===== config.mk =====
export PLATFORM = sky130hd
export DESIGN_NAME = tls_hello_sni_rewriter
export DESIGN_NICKNAME = d
export VERILOG_FILES = /design/src/hdl/tsr_pkg.sv /design/src/hdl/tsr_ram.sv /design/src/hdl/tsr_parser.sv /design/src/hdl/tsr_out_fifo.sv /design/src/hdl/tls_hello_sni_rewriter.sv
export SDC_FILE = /design/constraint.sdc
export NUM_CORES = 2
export LEC_CHECK = 0
export ABC_CLOCK_PERIOD_IN_PS = 5400
export BUFFER_PORTS_ARGS = -buffer_cell sky130_fd_sc_hd__buf_2
export CAP_MARGIN = 20
export CORE_ASPECT_RATIO = 0.8
export CORE_MARGIN = 2
export CORE_UTILIZATION = 57
export DETAILED_ROUTE_END_ITERATION = 10
export GPL_TIMING_DRIVEN = 0
export PLACE_DENSITY = 0.76
export SETUP_SLACK_MARGIN = 0.2
export SYNTH_ARGS = -nofsm -noshare
export SYNTH_HDL_FRONTEND = slang
export SYNTH_SLANG_ARGS = --single-unit

===== constraint.sdc =====
create_clock -name clock -period 5.4 [get_ports clock]
set_clock_uncertainty 0.1 [all_clocks]
set_input_delay 0.81 -clock clock [delete_from_list [all_inputs] [get_ports clock]]
set_output_delay 0.81 -clock clock [all_outputs]
set_load 0.02 [all_outputs]

===== src/hdl/tsr_pkg.sv =====
// Shared types, constants and parse phases of the ClientHello name rewriter.
package tsr_pkg;

   // Name buffer geometry
   localparam int MaxNameBytes = 256;
   localparam int NameAddrW    = $clog2(MaxNameBytes);
   localparam int NameCountW   = NameAddrW + 1;

   // Offsets into the packet are kept at this width
   localparam int OffW = 19;
   localparam int PosW = 17;

   // TLS header codes and layout
   localparam logic [7:0]      RecTypeHandshake  = 8'h16;
   localparam logic [7:0]      HsTypeClientHello = 8'h01;
   localparam logic [OffW-1:0] RecHdrLen         = OffW'(5);
   localparam logic [OffW-1:0] RandomLen         = OffW'(32);
   localparam logic [OffW-1:0] SidLenPos         = RecHdrLen + OffW'(4) + OffW'(2) + RandomLen;

   // Parse phases
   typedef enum logic [3:0] {
      PH_PREFIX  = 4'd0,
      PH_SID     = 4'd1,
      PH_CIPH_HI = 4'd2,
      PH_CIPH_LO = 4'd3,
      PH_COMP    = 4'd4,
      PH_EXTL_HI = 4'd5,
      PH_EXTL_LO = 4'd6,
      PH_TYPE_HI = 4'd7,
      PH_TYPE_LO = 4'd8,
      PH_LEN_HI  = 4'd9,
      PH_LEN_LO  = 4'd10,
      PH_HLEN_HI = 4'd11,
      PH_HLEN_LO = 4'd12,
      PH_HOST    = 4'd13,
      PH_DONE    = 4'd14
   } phase_type;

   // Input item
   typedef struct packed {
      logic        action;
      logic [7:0]  data_byte;
      logic [15:0] packet_length;
      logic [7:0]  expected_length;
   } req_type;

   // Result item
   typedef struct packed {
      logic [7:0] out_byte;
      logic       end_of_packet;
      logic       verdict;
      logic       was_replaced;
   } rsp_type;

   // Name buffer access from the parser
   typedef struct packed {
      logic                 we;
      logic [NameAddrW-1:0] waddr;
      logic [7:0]           wdata;
      logic                 re;
      logic [NameAddrW-1:0] raddr;
   } ram_ctl_type;

   // Parser result handed to the read stage
   typedef struct packed {
      logic       is_result;
      logic [7:0] out_byte;
      logic       use_ram;
      logic       eop;
      logic       verdict;
      logic       replaced;
   } stage_type;

endpackage


===== src/hdl/tsr_ram.sv =====
// Generic single-port-write, registered-read RAM.
module tsr_ram #(
   parameter int WIDTH = 8,
   parameter int DEPTH = 256
) (
   input  logic                     clock,
   input  logic                     we,
   input  logic [$clog2(DEPTH)-1:0] waddr,
   input  logic [WIDTH-1:0]         wdata,
   input  logic                     re,
   input  logic [$clog2(DEPTH)-1:0] raddr,
   output logic [WIDTH-1:0]         rdata
);

   logic [WIDTH-1:0] mem_ff [DEPTH];
   logic [WIDTH-1:0] rdata_ff;

   // Write port and registered read port
   always_ff @(posedge clock) begin
      if (we) begin
         mem_ff[waddr] <= wdata;
      end
      if (re) begin
         rdata_ff <= mem_ff[raddr];
      end
   end

   assign rdata = rdata_ff;

endmodule


===== src/hdl/tsr_parser.sv =====
// Header parser: per-packet state, name loads and hostname read requests.
module tsr_parser (
   input  logic                 clock,
   input  logic                 reset,
   input  logic                 accept,
   input  tsr_pkg::req_type     req,
   output tsr_pkg::ram_ctl_type ram_ctl,
   output tsr_pkg::stage_type   res
);

   localparam int OffW = tsr_pkg::OffW;
   localparam int PosW = tsr_pkg::PosW;
   localparam int NcW  = tsr_pkg::NameCountW;

   logic [NcW-1:0]        name_count_ff, name_count_in;
   logic [PosW-1:0]       pos_ff, pos_in;
   tsr_pkg::phase_type    phase_ff, phase_in;
   logic [OffW-1:0]       nfo_ff, nfo_in;
   logic [OffW-1:0]       ext_end_ff, ext_end_in;
   logic [15:0]           acc_ff, acc_in;
   logic                  rejected_ff, rejected_in;
   logic                  replaced_ff, replaced_in;

   logic [OffW-1:0] pos_w;
   logic [OffW-1:0] b_w;
   logic [OffW-1:0] host_idx;
   logic [15:0]     acc_full;
   logic            skip;
   logic            eop;

   // State registers
   always_ff @(posedge clock) begin
      if (reset) begin
         name_count_ff <= '0;
         pos_ff        <= '0;
         phase_ff      <= tsr_pkg::PH_PREFIX;
         nfo_ff        <= '0;
         ext_end_ff    <= '0;
         acc_ff        <= '0;
         rejected_ff   <= 1'b0;
         replaced_ff   <= 1'b0;
      end else begin
         name_count_ff <= name_count_in;
         pos_ff        <= pos_in;
         phase_ff      <= phase_in;
         nfo_ff        <= nfo_in;
         ext_end_ff    <= ext_end_in;
         acc_ff        <= acc_in;
         rejected_ff   <= rejected_in;
         replaced_ff   <= replaced_in;
      end
   end

   // Next state, name buffer access and the per-byte result
   always_comb begin
      name_count_in = name_count_ff;
      pos_in        = pos_ff;
      phase_in      = phase_ff;
      nfo_in        = nfo_ff;
      ext_end_in    = ext_end_ff;
      acc_in        = acc_ff;
      rejected_in   = rejected_ff;
      replaced_in   = replaced_ff;

      pos_w    = OffW'(pos_ff);
      b_w      = OffW'(req.data_byte);
      host_idx = pos_w - nfo_ff;
      acc_full = {acc_ff[15:8], req.data_byte};
      skip     = (phase_ff >= tsr_pkg::PH_SID) && (phase_ff <= tsr_pkg::PH_HLEN_LO) &&
                 (pos_w != nfo_ff);
      eop      = ((PosW+1)'(pos_ff) + (PosW+1)'(1)) >= (PosW+1)'(req.packet_length);

      ram_ctl       = '0;
      ram_ctl.waddr = name_count_ff[tsr_pkg::NameAddrW-1:0];
      ram_ctl.wdata = req.data_byte;
      ram_ctl.raddr = host_idx[tsr_pkg::NameAddrW-1:0];

      res           = '0;
      res.out_byte  = req.data_byte;

      if (accept && !req.action) begin
         // Name load: append while there is room
         if (name_count_ff < NcW'(tsr_pkg::MaxNameBytes)) begin
            ram_ctl.we    = 1'b1;
            name_count_in = name_count_ff + NcW'(1);
         end
      end else if (accept) begin
         res.is_result = 1'b1;
         if (!skip) begin
            unique case (phase_ff) inside
               tsr_pkg::PH_PREFIX: begin
                  if ((pos_w == '0 && req.data_byte != tsr_pkg::RecTypeHandshake) ||
                      (pos_w == tsr_pkg::RecHdrLen &&
                       req.data_byte != tsr_pkg::HsTypeClientHello)) begin
                     rejected_in = 1'b1;
                     phase_in    = tsr_pkg::PH_DONE;
                  end else if (pos_w + OffW'(1) >= tsr_pkg::SidLenPos) begin
                     phase_in = tsr_pkg::PH_SID;
                     nfo_in   = tsr_pkg::SidLenPos;
                  end
               end
               tsr_pkg::PH_SID: begin
                  nfo_in   = pos_w + OffW'(1) + b_w;
                  phase_in = tsr_pkg::PH_CIPH_HI;
               end
               tsr_pkg::PH_CIPH_HI, tsr_pkg::PH_EXTL_HI,
               tsr_pkg::PH_LEN_HI, tsr_pkg::PH_HLEN_HI: begin
                  acc_in   = {req.data_byte, 8'h00};
                  nfo_in   = pos_w + OffW'(1);
                  phase_in = tsr_pkg::phase_type'(phase_ff + 4'd1);
               end
               tsr_pkg::PH_CIPH_LO: begin
                  acc_in   = acc_full;
                  nfo_in   = pos_w + OffW'(1) + OffW'(acc_full);
                  phase_in = tsr_pkg::PH_COMP;
               end
               tsr_pkg::PH_COMP: begin
                  nfo_in   = pos_w + OffW'(1) + b_w;
                  phase_in = tsr_pkg::PH_EXTL_HI;
               end
               tsr_pkg::PH_EXTL_LO: begin
                  acc_in     = acc_full;
                  ext_end_in = pos_w + OffW'(1) + OffW'(acc_full);
                  nfo_in     = pos_w + OffW'(1);
                  phase_in   = tsr_pkg::PH_TYPE_HI;
               end
               tsr_pkg::PH_TYPE_HI: begin
                  // Header past the end of the extension block ends the walk
                  if (pos_w + OffW'(4) > ext_end_ff) begin
                     phase_in = tsr_pkg::PH_DONE;
                  end else begin
                     acc_in   = {req.data_byte, 8'h00};
                     nfo_in   = pos_w + OffW'(1);
                     phase_in = tsr_pkg::PH_TYPE_LO;
                  end
               end
               tsr_pkg::PH_TYPE_LO: begin
                  acc_in = acc_full;
                  if (acc_full == '0) begin
                     // Server name: skip ext length, list length, name type
                     nfo_in   = pos_w + OffW'(6);
                     phase_in = tsr_pkg::PH_HLEN_HI;
                  end else begin
                     nfo_in   = pos_w + OffW'(1);
                     phase_in = tsr_pkg::PH_LEN_HI;
                  end
               end
               tsr_pkg::PH_LEN_LO: begin
                  acc_in   = acc_full;
                  nfo_in   = pos_w + OffW'(1) + OffW'(acc_full);
                  phase_in = tsr_pkg::PH_TYPE_HI;
               end
               tsr_pkg::PH_HLEN_LO: begin
                  acc_in = acc_full;
                  nfo_in = pos_w + OffW'(1);
                  if (acc_full != '0 && acc_full == 16'(req.expected_length) &&
                      pos_w + OffW'(1) + OffW'(acc_full) <= OffW'(req.packet_length)) begin
                     phase_in = tsr_pkg::PH_HOST;
                  end else begin
                     phase_in = tsr_pkg::PH_DONE;
                  end
               end
               tsr_pkg::PH_HOST: begin
                  // Hostname byte: copy from the name buffer, clipped
                  if (host_idx < OffW'(acc_ff) && host_idx < OffW'(name_count_ff) &&
                      host_idx < OffW'(tsr_pkg::MaxNameBytes)) begin
                     ram_ctl.re  = 1'b1;
                     res.use_ram = 1'b1;
                     replaced_in = 1'b1;
                  end
                  if (host_idx + OffW'(1) >= OffW'(acc_ff)) begin
                     phase_in = tsr_pkg::PH_DONE;
                  end
               end
               default: begin
               end
            endcase
         end

         // Final byte: report and clear per-packet state
         res.eop = eop;
         if (eop) begin
            res.verdict  = rejected_in || (phase_in <= tsr_pkg::PH_EXTL_LO) ||
                           (phase_in == tsr_pkg::PH_HLEN_HI) ||
                           (phase_in == tsr_pkg::PH_HLEN_LO);
            res.replaced = replaced_in;
            name_count_in = '0;
            pos_in        = '0;
            phase_in      = tsr_pkg::PH_PREFIX;
            nfo_in        = '0;
            ext_end_in    = '0;
            acc_in        = '0;
            rejected_in   = 1'b0;
            replaced_in   = 1'b0;
         end else begin
            pos_in = pos_ff + PosW'(1);
         end
      end
   end

endmodule


===== src/hdl/tsr_out_fifo.sv =====
// Two-entry result queue between the read stage and the result channel.
module tsr_out_fifo (
   input  logic             clock,
   input  logic             reset,
   input  logic             push,
   input  tsr_pkg::rsp_type push_data,
   output logic             full,
   output logic             rsp_valid,
   input  logic             rsp_stall,
   output tsr_pkg::rsp_type rsp_data
);

   tsr_pkg::rsp_type entry_ff [2];
   logic             wr_ptr_ff, wr_ptr_in;
   logic             rd_ptr_ff, rd_ptr_in;
   logic [1:0]       count_ff, count_in;
   logic             pop;

   assign full      = (count_ff == 2'd2);
   assign rsp_valid = (count_ff != 2'd0);
   assign rsp_data  = entry_ff[rd_ptr_ff];
   assign pop       = rsp_valid && !rsp_stall;

   // Pointer and count update
   always_comb begin
      wr_ptr_in = push ? ~wr_ptr_ff : wr_ptr_ff;
      rd_ptr_in = pop ? ~rd_ptr_ff : rd_ptr_ff;
      count_in  = count_ff + 2'(push) - 2'(pop);
   end

   always_ff @(posedge clock) begin
      if (reset) begin
         wr_ptr_ff <= 1'b0;
         rd_ptr_ff <= 1'b0;
         count_ff  <= 2'd0;
      end else begin
         wr_ptr_ff <= wr_ptr_in;
         rd_ptr_ff <= rd_ptr_in;
         count_ff  <= count_in;
      end
   end

   // Payload storage
   always_ff @(posedge clock) begin
      if (push) begin
         entry_ff[wr_ptr_ff] <= push_data;
      end
   end

endmodule


===== src/hdl/tls_hello_sni_rewriter.sv =====
// Top level of the ClientHello server-name rewriter.
//
//   channel   direction  payload              handshake
//   req       in         tsr_pkg::req_type    req_valid / req_stall
//   rsp       out        tsr_pkg::rsp_type    rsp_valid / rsp_stall
//
// One item per cycle is taken while req_stall is low; a packet byte's result
// passes from the parser through the name buffer read stage and the output queue.
// The name buffer read stage and the output queue are the registers on that path;
// name loads give no result.
// Reset is synchronous and clears the parser and queue; the name buffer
// holds no reset value and needs no clearing pass.
// req_stall rises only when the read stage and the two-entry queue are full.
module tls_hello_sni_rewriter (
   input  logic             clock,
   input  logic             reset,
   input  logic             req_valid,
   output logic             req_stall,
   input  tsr_pkg::req_type req_data,
   output logic             rsp_valid,
   input  logic             rsp_stall,
   output tsr_pkg::rsp_type rsp_data
);

   logic                 accept;
   tsr_pkg::ram_ctl_type ram_ctl;
   tsr_pkg::stage_type   stage_res;
   logic [7:0]           ram_rdata;

   logic                 s2_valid_ff, s2_valid_in;
   tsr_pkg::stage_type   s2_ff;
   logic                 fifo_full;
   logic                 s2_adv;
   tsr_pkg::rsp_type     s2_out;

   assign req_stall = s2_valid_ff && fifo_full;
   assign accept    = req_valid && !req_stall;
   assign s2_adv    = s2_valid_ff && !fifo_full;

   tsr_parser u_parser (
      .clock   (clock),
      .reset   (reset),
      .accept  (accept),
      .req     (req_data),
      .ram_ctl (ram_ctl),
      .res     (stage_res)
   );

   tsr_ram #(
      .WIDTH (8),
      .DEPTH (tsr_pkg::MaxNameBytes)
   ) u_name_ram (
      .clock (clock),
      .we    (ram_ctl.we),
      .waddr (ram_ctl.waddr),
      .wdata (ram_ctl.wdata),
      .re    (ram_ctl.re),
      .raddr (ram_ctl.raddr),
      .rdata (ram_rdata)
   );

   // Read stage: waits for the name buffer data
   always_comb begin
      if (accept && stage_res.is_result) begin
         s2_valid_in = 1'b1;
      end else if (s2_adv) begin
         s2_valid_in = 1'b0;
      end else begin
         s2_valid_in = s2_valid_ff;
      end
   end

   always_ff @(posedge clock) begin
      if (reset) begin
         s2_valid_ff <= 1'b0;
      end else begin
         s2_valid_ff <= s2_valid_in;
      end
   end

   always_ff @(posedge clock) begin
      if (accept && stage_res.is_result) begin
         s2_ff <= stage_res;
      end
   end

   // Pick the replacement byte where the hostname was rewritten
   always_comb begin
      s2_out.out_byte      = s2_ff.use_ram ? ram_rdata : s2_ff.out_byte;
      s2_out.end_of_packet = s2_ff.eop;
      s2_out.verdict       = s2_ff.verdict;
      s2_out.was_replaced  = s2_ff.replaced;
   end

   tsr_out_fifo u_out_fifo (
      .clock     (clock),
      .reset     (reset),
      .push      (s2_adv),
      .push_data (s2_out),
      .full      (fifo_full),
      .rsp_valid (rsp_valid),
      .rsp_stall (rsp_stall),
      .rsp_data  (rsp_data)
   );

endmodule


After elaboration in Yosys (flattened, before gate mapping)
Memories as Yosys holds them, arrays and structs flattened. A register that Yosys moved wholly into a read port is not among the register bits. Index checks and enable logic that the tools add are counted. W data, S select, Z words.

Magnitude comparators: 12. Reductions and logical operators: 48. Bitwise operators: 5. Multiplexer cells: 58. $add $sub $neg: 13. Eq/ne operators: 27.

Operators by type and width (count): $mux W19 (9); $pmux W19 S6 (1); $mux W16 (3); $pmux W16 S3 (1); $pmux W4 S10 (1); $add A17 B1 Y18 const B (2); $add A17 B3 Y18 const B (2); $mux W9 (4); $eq A4 B4 Y1 const B (8); $mux W4 (7); $mux W1 (27); $add A19 B1 Y19 const B (1); $add A19 B16 Y19 (1); $add A19 B8 Y19 (1); $ge A19 B16 Y1 (1); $ge A19 B6 Y1 const B (1); $gt A19 B19 Y1 (1); $le A19 B16 Y1 (1); $lt A19 B16 Y1 (1); $lt A19 B9 Y1 (1); $lt A19 B9 Y1 const B (1); $ne A17 B19 Y1 (1); $sub A17 B19 Y19 (1); $ge A18 B16 Y1 (1); 47 further kinds (85).

Input port bits: 37. Flip-flop bits (word level): 103. Memories kept: 2. Word-level logic and storage cells: 183. Output and inout bits: 13. Memory bits (writable): 2070.

Memories: u_name_ram.mem_ff (depth 256, bits a word 8, read ports 1, clocked after Yosys merged registers in 1, write ports 1, RTL line tsr_ram.sv:15) `logic [WIDTH-1:0] mem_ff [DEPTH];`; u_out_fifo.entry_ff (depth 2, bits a word 11, read ports 1, clocked after Yosys merged registers in 1, write ports 1, RTL line tsr_out_fifo.sv:13) `tsr_pkg::rsp_type entry_ff [2];`.

Depth between registers and ports, before layout
Depth after elaboration: 13. Mapped depth: 25. Depth with buffers taken out: 25.

Hierarchy
Synthesis repeated with hierarchy kept, for this count alone.

Cell total of the unflattened synthesis: 5177. Area total of the unflattened synthesis: 91211.2 um2.

By module, submodules not included: tsr_ram (cells an instance 3733, sequential area each 61739.2 um2, area each 79636.4 um2, times used 1); tsr_parser (cells an instance 1358, sequential area each 1721.7 um2, area each 9995.8 um2, times used 1); tsr_out_fifo (cells an instance 57, sequential area each 760.7 um2, area each 1034.7 um2, times used 1); tls_hello_sni_rewriter (cells an instance 29, sequential area each 380.4 um2, area each 544.3 um2, times used 1).

Worst setup path before layout
OpenSTA, ideal clock, no wires.

Path type: register to register. Start: reg u_parser.pos_ff[0]. End: reg s2_ff[1] (netlist bit), data pin. Setup time: 0.262 ns. Buffers on the path: 4. Setup slack: -0.208 ns. Clock period less this slack: 5.608 ns. Required time: 5.038 ns. Cell stages (with the launch flop): 26. Arrival: 5.246 ns. Cells stage by stage: dfxtp_1 -> buf_2 -> inv_1 -> ha_1 -> fa_1 -> clkbuf_1 -> buf_1 -> buf_1 -> inv_1 -> ha_1 -> nand2_1 -> or4_4 -> or2_2 -> nor2_1 -> xnor2_1 -> ha_1 -> a21o_1 -> a21o_1 -> a21oi_1 -> o22ai_1 -> nor3_1 -> nand3_1 -> a2111o_1 -> and2_1 -> a222oi_1 -> nand2_1.

Cells in the longest elaborated chain, start to end: 13. Elaborated cells between the ends (all ways): 41. Classes of those cells: add/sub: 6; order compare: 6; eq/ne: 4; mux: 14; bitwise: 1; reduce/logical: 10.

Ends and longest elaborated chain: start: declaration (RTL line tsr_parser.sv:16) `logic [PosW-1:0] pos_ff, pos_in;`; start signal: assignment (RTL line tsr_parser.sv:44) `pos_ff <= pos_in;`; $add A17 B1 Y18 (RTL line tsr_parser.sv:71, tsr_parser.sv:97, tsr_parser.sv:157); $add A19 B16 Y19 (RTL line tsr_parser.sv:157) `pos_w + OffW'(1) + OffW'(acc_full) <= OffW'(req.packet_length)) begin`; $le A19 B16 Y1 (RTL line tsr_parser.sv:157); $logic_and A1 B1 Y1 (RTL line tsr_parser.sv:156) `if (acc_full != '0 && acc_full == 16'(req.expected_length) &&`; $mux W2 (RTL line tsr_parser.sv:156); $pmux W4 S10 (RTL line tsr_parser.sv:90) `unique case (phase_ff) inside`; $mux W4 (RTL line tsr_parser.sv:89) `if (!skip) begin`; $mux W4 (RTL line tsr_parser.sv:87) `end else if (accept) begin`; $mux W4 (RTL line tsr_parser.sv:81) `if (accept && !req.action) begin`; $le A4 B3 Y1 (RTL line tsr_parser.sv:183) `res.verdict = rejected_in || (phase_in <= tsr_pkg::PH_EXTL_LO) ||`; $logic_or A1 B1 Y1 (2 in a row) (RTL line tsr_parser.sv:183); $logic_or A1 B1 Y1 (RTL line tsr_parser.sv:184) `(phase_in == tsr_pkg::PH_HLEN_HI) ||`; end signal: assignment (RTL line tls_hello_sni_rewriter.sv:83) `s2_ff <= stage_res;`; end: declaration (RTL line tls_hello_sni_rewriter.sv:31) `tsr_pkg::stage_type s2_ff;`.

Parallel ways exist; a longest one is shown, timed or not. The select of a mux whose other input is x is not followed. A chain may end at the register's enable or synchronous reset.

Final worst setup path
Start: reg u_parser.pos_ff[2]. End: reg s2_ff[1] (netlist bit), data pin.

The elaborated chain is that of the path after synthesis.

==> results.md <==
* ANT nets after route at 0
* CTS tree: done
* Pwr dens at just over 500 mW/mm²
* Filler cells at around 10000
* Sw Ratio at 0.353
* Clk slew on worst S/H paths at around 0.060 ns
* Routed WL per cell at about 33 µm
* Die height at about 360 µm
* Share of flip-flops with an asynchronous set or reset at 0
* Peak Freq at 0.184 GHz
* Final wirelength at 250 mm
* EDFF count, synth at ~2100
* Top FF cell, synth: edfxtp_1
* Final worst setup slack at -0.0244 ns
* CTS Buffer Depth at 3
* Hold Path Stages at 1
* Overflow after GRT at 0
* FF-to-FF path depth at 25
* Most frequent cells after synthesis: edfxtp_1, mux4_2, nor2_1
* P_int at roughly 35 mW
* PortBufs at 49
* Final setup fails at 1
* CP endpoint kind: register
* Slew HR at 0.253
* IR drop worst, VDD at a little under 400 µV
* Synth Instances at roughly 5000
* WP data required at 5.87 ns
* Area of the mapped netlist at 0.0913 mm²
* Global-route wire length before repair at 356 mm
* Slew @ Worst Pin at between 1 and 1.5 ns
* Layout cells sized above 1 at 0.240
* Status: finished, violations left
* Starting Density at 0.573
* H-tree depth at 4
* Largest net degree at the start of global routing at approximately 160
* Worst-path fanout max at 6
* Cell variety after synth at 95
* Final RePlAce weighted congestion at a little under 1
* Die ar. at 0.163 mm²
* Dominant cells by area after synthesis: edfxtp_1, mux4_2, mux2i_1, dfxtp_1, ha_1
* Via count at ~52000
* Final Core Density at 0.651
* Area occupied by multi-input gates at ~0.026 mm²
* Max-cap violations at 0
* Final hold vios at 0
* NumNets Final at 5493
* Area growth syn-to-layout at 13.6%
* Clock sinks at between 2000 and 2500
* I/O pin cnt at 50
* Yosys warning count at 0
* Combinational Power Share at 0.385
* Drt drc at 0
* Worst-Skew Late Latency at around 0.85 ns
* Post-route minimum period at around 5.4 ns
* Number of antenna violations at the first check in global routing at 17
* Unrepaired setup endpoints after global routing: true
* Vias/cell at around 6.8
* Iteration-0 DRC Markers at roughly 8300
* Hold-fix buffers, CTS at 0
* Core ar. at 0.159 mm²
* GR Util met2 at 0.441
* Psw at around 19 mW
* Seq cells post-synth at between 2000 and 2500
* Count leader, synth: edfxtp_1
* M3 GR Usage at 0.101
* CTS Root Cell: clkbuf_16
* Leakage at around 35 nW
* Register share of total power at 0.348
* Yosys top cell by area: edfxtp_1
* Cts bufs inserted at 200
* Post-DP HPWL at around 150 mm
* Rows at approximately 130
* Clk network pwr share at 0.268
* Mean Syn Cell Area at between 15 and 20 µm²
* Post-synthesis sequential area ratio at 0.708
* Reg area at ~0.065 mm²
* CP Class: register to register
* Crit share post-route at 1.00
* Chip width at between 400 and 500 µm
* Post-Syn Nets at between 5000 and 6000
* Nature of the critical path startpoint: register
* Synth top area share at 0.688
* Failing checks: setup timing
* M1 GR Usage at 0.449
* GR peak layer: met1
* DRT Pass-1 Iters at 8
* Tightest Hold Check Type: input port to register
* Max Slew Vio Count at 0
* CP Data Arrival Time at ~6 ns
* Hold Slack at between 0.2 and 0.25 ns
* Number of global-route vias before repair at about 50000
* Gr usage total at 0.307
[timing repair]
item                                    in CTS  in global routing
resized for setup                          246                108
pin swaps                                   46                 19
setup buffers                               50                 20
endpoints found under the setup margin      40                 38
gates cloned                                11                  1
[metal layers]
layer	part of all wire	vias up
met1	0.38	26500
met4	0.036	8
li1	-	20800
met2	0.44	3764
met5	0.00022	-
met3	0.14	559
[worst paths after layout]
kind	to	start	slack [ns]
max	s2_ff[1]$_SDFFCE_PP0P_	u_parser.pos_ff[2]$_SDFFE_PP0P_	-0.02
min	u_name_ram.mem_ff[151][0]$_DFFE_PP_	req_data[24]	0.24
max reg2reg	s2_ff[1]$_SDFFCE_PP0P_	u_parser.pos_ff[2]$_SDFFE_PP0P_	-0.02
min reg2reg	u_out_fifo.entry_ff[1][2]$_DFFE_PP_	s2_ff[2]$_SDFFCE_PN0P_	0.35
[cell usage in the layout (no fill, tap or decap), types with 12 or more instances in the layout]
master and count:
edfxtp_1 2090, mux4_2 568, nor2_1 379, mux2i_1 251, clkbuf_16 204, nand2_1 179
clkbuf_1 147, ha_1 128, a21oi_1 106, inv_1 104, dfxtp_1 87, nand3_1 74
buf_4 74, clkbuf_2 74, buf_2 55, a211oi_1 52, o21ai_0 50, clkinv_2 40
clkinv_1 38, xnor2_1 38, and2_1 30, buf_1 30, xor2_1 30, nand4_1 28
nand2b_1 27, a21o_1 26, a22oi_1 26, nor3_1 25, bufinv_16 21, mux2_2 19
or3_1 18, a31oi_1 17, buf_16 16, clkbuf_4 15, clkdlybuf4s15_2 15, ha_4 14
buf_8 14, nor4_1 13, o21a_1 12
[cell families (layout without fill, tap and decap cells)]
group                    count (synthesis)  count (layout)  synth area share
other                                    0               5                 0
AO/OA/AOI/OAI                          431             431            0.0322
adder cells (fa/ha/maj)                147             147            0.0203
flip-flops                            2182            2182             0.708
AND/OR/NAND/NOR                        873             873            0.0441
buffers and inverters                  385             914            0.0161
multiplexers                           842             842             0.170
XOR/XNOR                                91              91           0.00890
[critical path, cell delays in order, from the launching register on]
cell and delay (ns):
dfxtp_4 0.42, ha_4 0.16, nand4_1 0.24, buf_6 0.23, nor3_4 0.19, xor2_4 0.24
ha_4 0.26, a21oi_4 0.13, o21a_1 0.16, a21boi_4 0.19, o21bai_1 0.09, a21oi_2 0.17
xnor2_2 0.10, ha_1 0.31, nand4_1 0.11, buf_6 0.16, nor4_4 0.35, a21oi_2 0.12
a221oi_2 0.27, buf_4 0.18, o211ai_1 0.10, buf_4 0.17, a2111oi_4 0.27, or2_4 0.19
mux2i_1 0.17, nand2_1 0.07
[layout make-up]
cell class              instances  share of cell area
inverters                     117             0.00438
plain buffers                 267              0.0136
flip-flops and latches       2182               0.623
clock inverters               121              0.0129
multi-input cells            2384               0.251
well taps                    2128              0.0257
clock buffers                 251              0.0509
repair buffers                158              0.0179
diodes                          5            0.000121
[per-stage QoR]
stage | setup TNS, ns | instance area, µm² | worst slack [ns] | instances | total power, mW
CTS | 0 | 103000 | 0.0445 | 7581 | 52.9
detailed placement | -24.46 | 94900 | -2.12 | 7149 | 38.1
global route | -0.392 | 104000 | -0.246 | 7608 | 55.2
global placement | -206.49 | 94200 | -4.90 | 7128 | 37.8
finish | -0.0244 | 104000 | -0.0244 | 7613 | 53.9
floorplan | 0 | 91300 | 0.207 | 4951 | 30.9
[sequential cells by signal (all words and copies together) (netlist names), 2 cells and up, named ones only]
signal                  count
u_name_ram.mem_ff        2048
u_out_fifo.entry_ff        22
u_parser.ext_end_ff        19
u_parser.nfo_ff            19
u_parser.pos_ff            17
u_parser.acc_ff            16
s2_ff                      12
u_parser.name_count_ff      9
u_name_ram.rdata            8
u_parser.phase_ff           4
u_out_fifo.count_ff         2
[power groups by stage]
stage | Combinational, mW | Sequential [mW] | Clock (mW)
after floorplan | 11.9 | 19.1 | 0
after global placement | 18.6 | 19.2 | 0
after detailed placement | 19.0 | 19.1 | 0
after CTS | 19.7 | 18.7 | 14.5
after global routing | 21.4 | 18.7 | 15.1
final | 20.7 | 18.7 | 14.4
No activity file was read; power rests on OpenSTA's default activity.
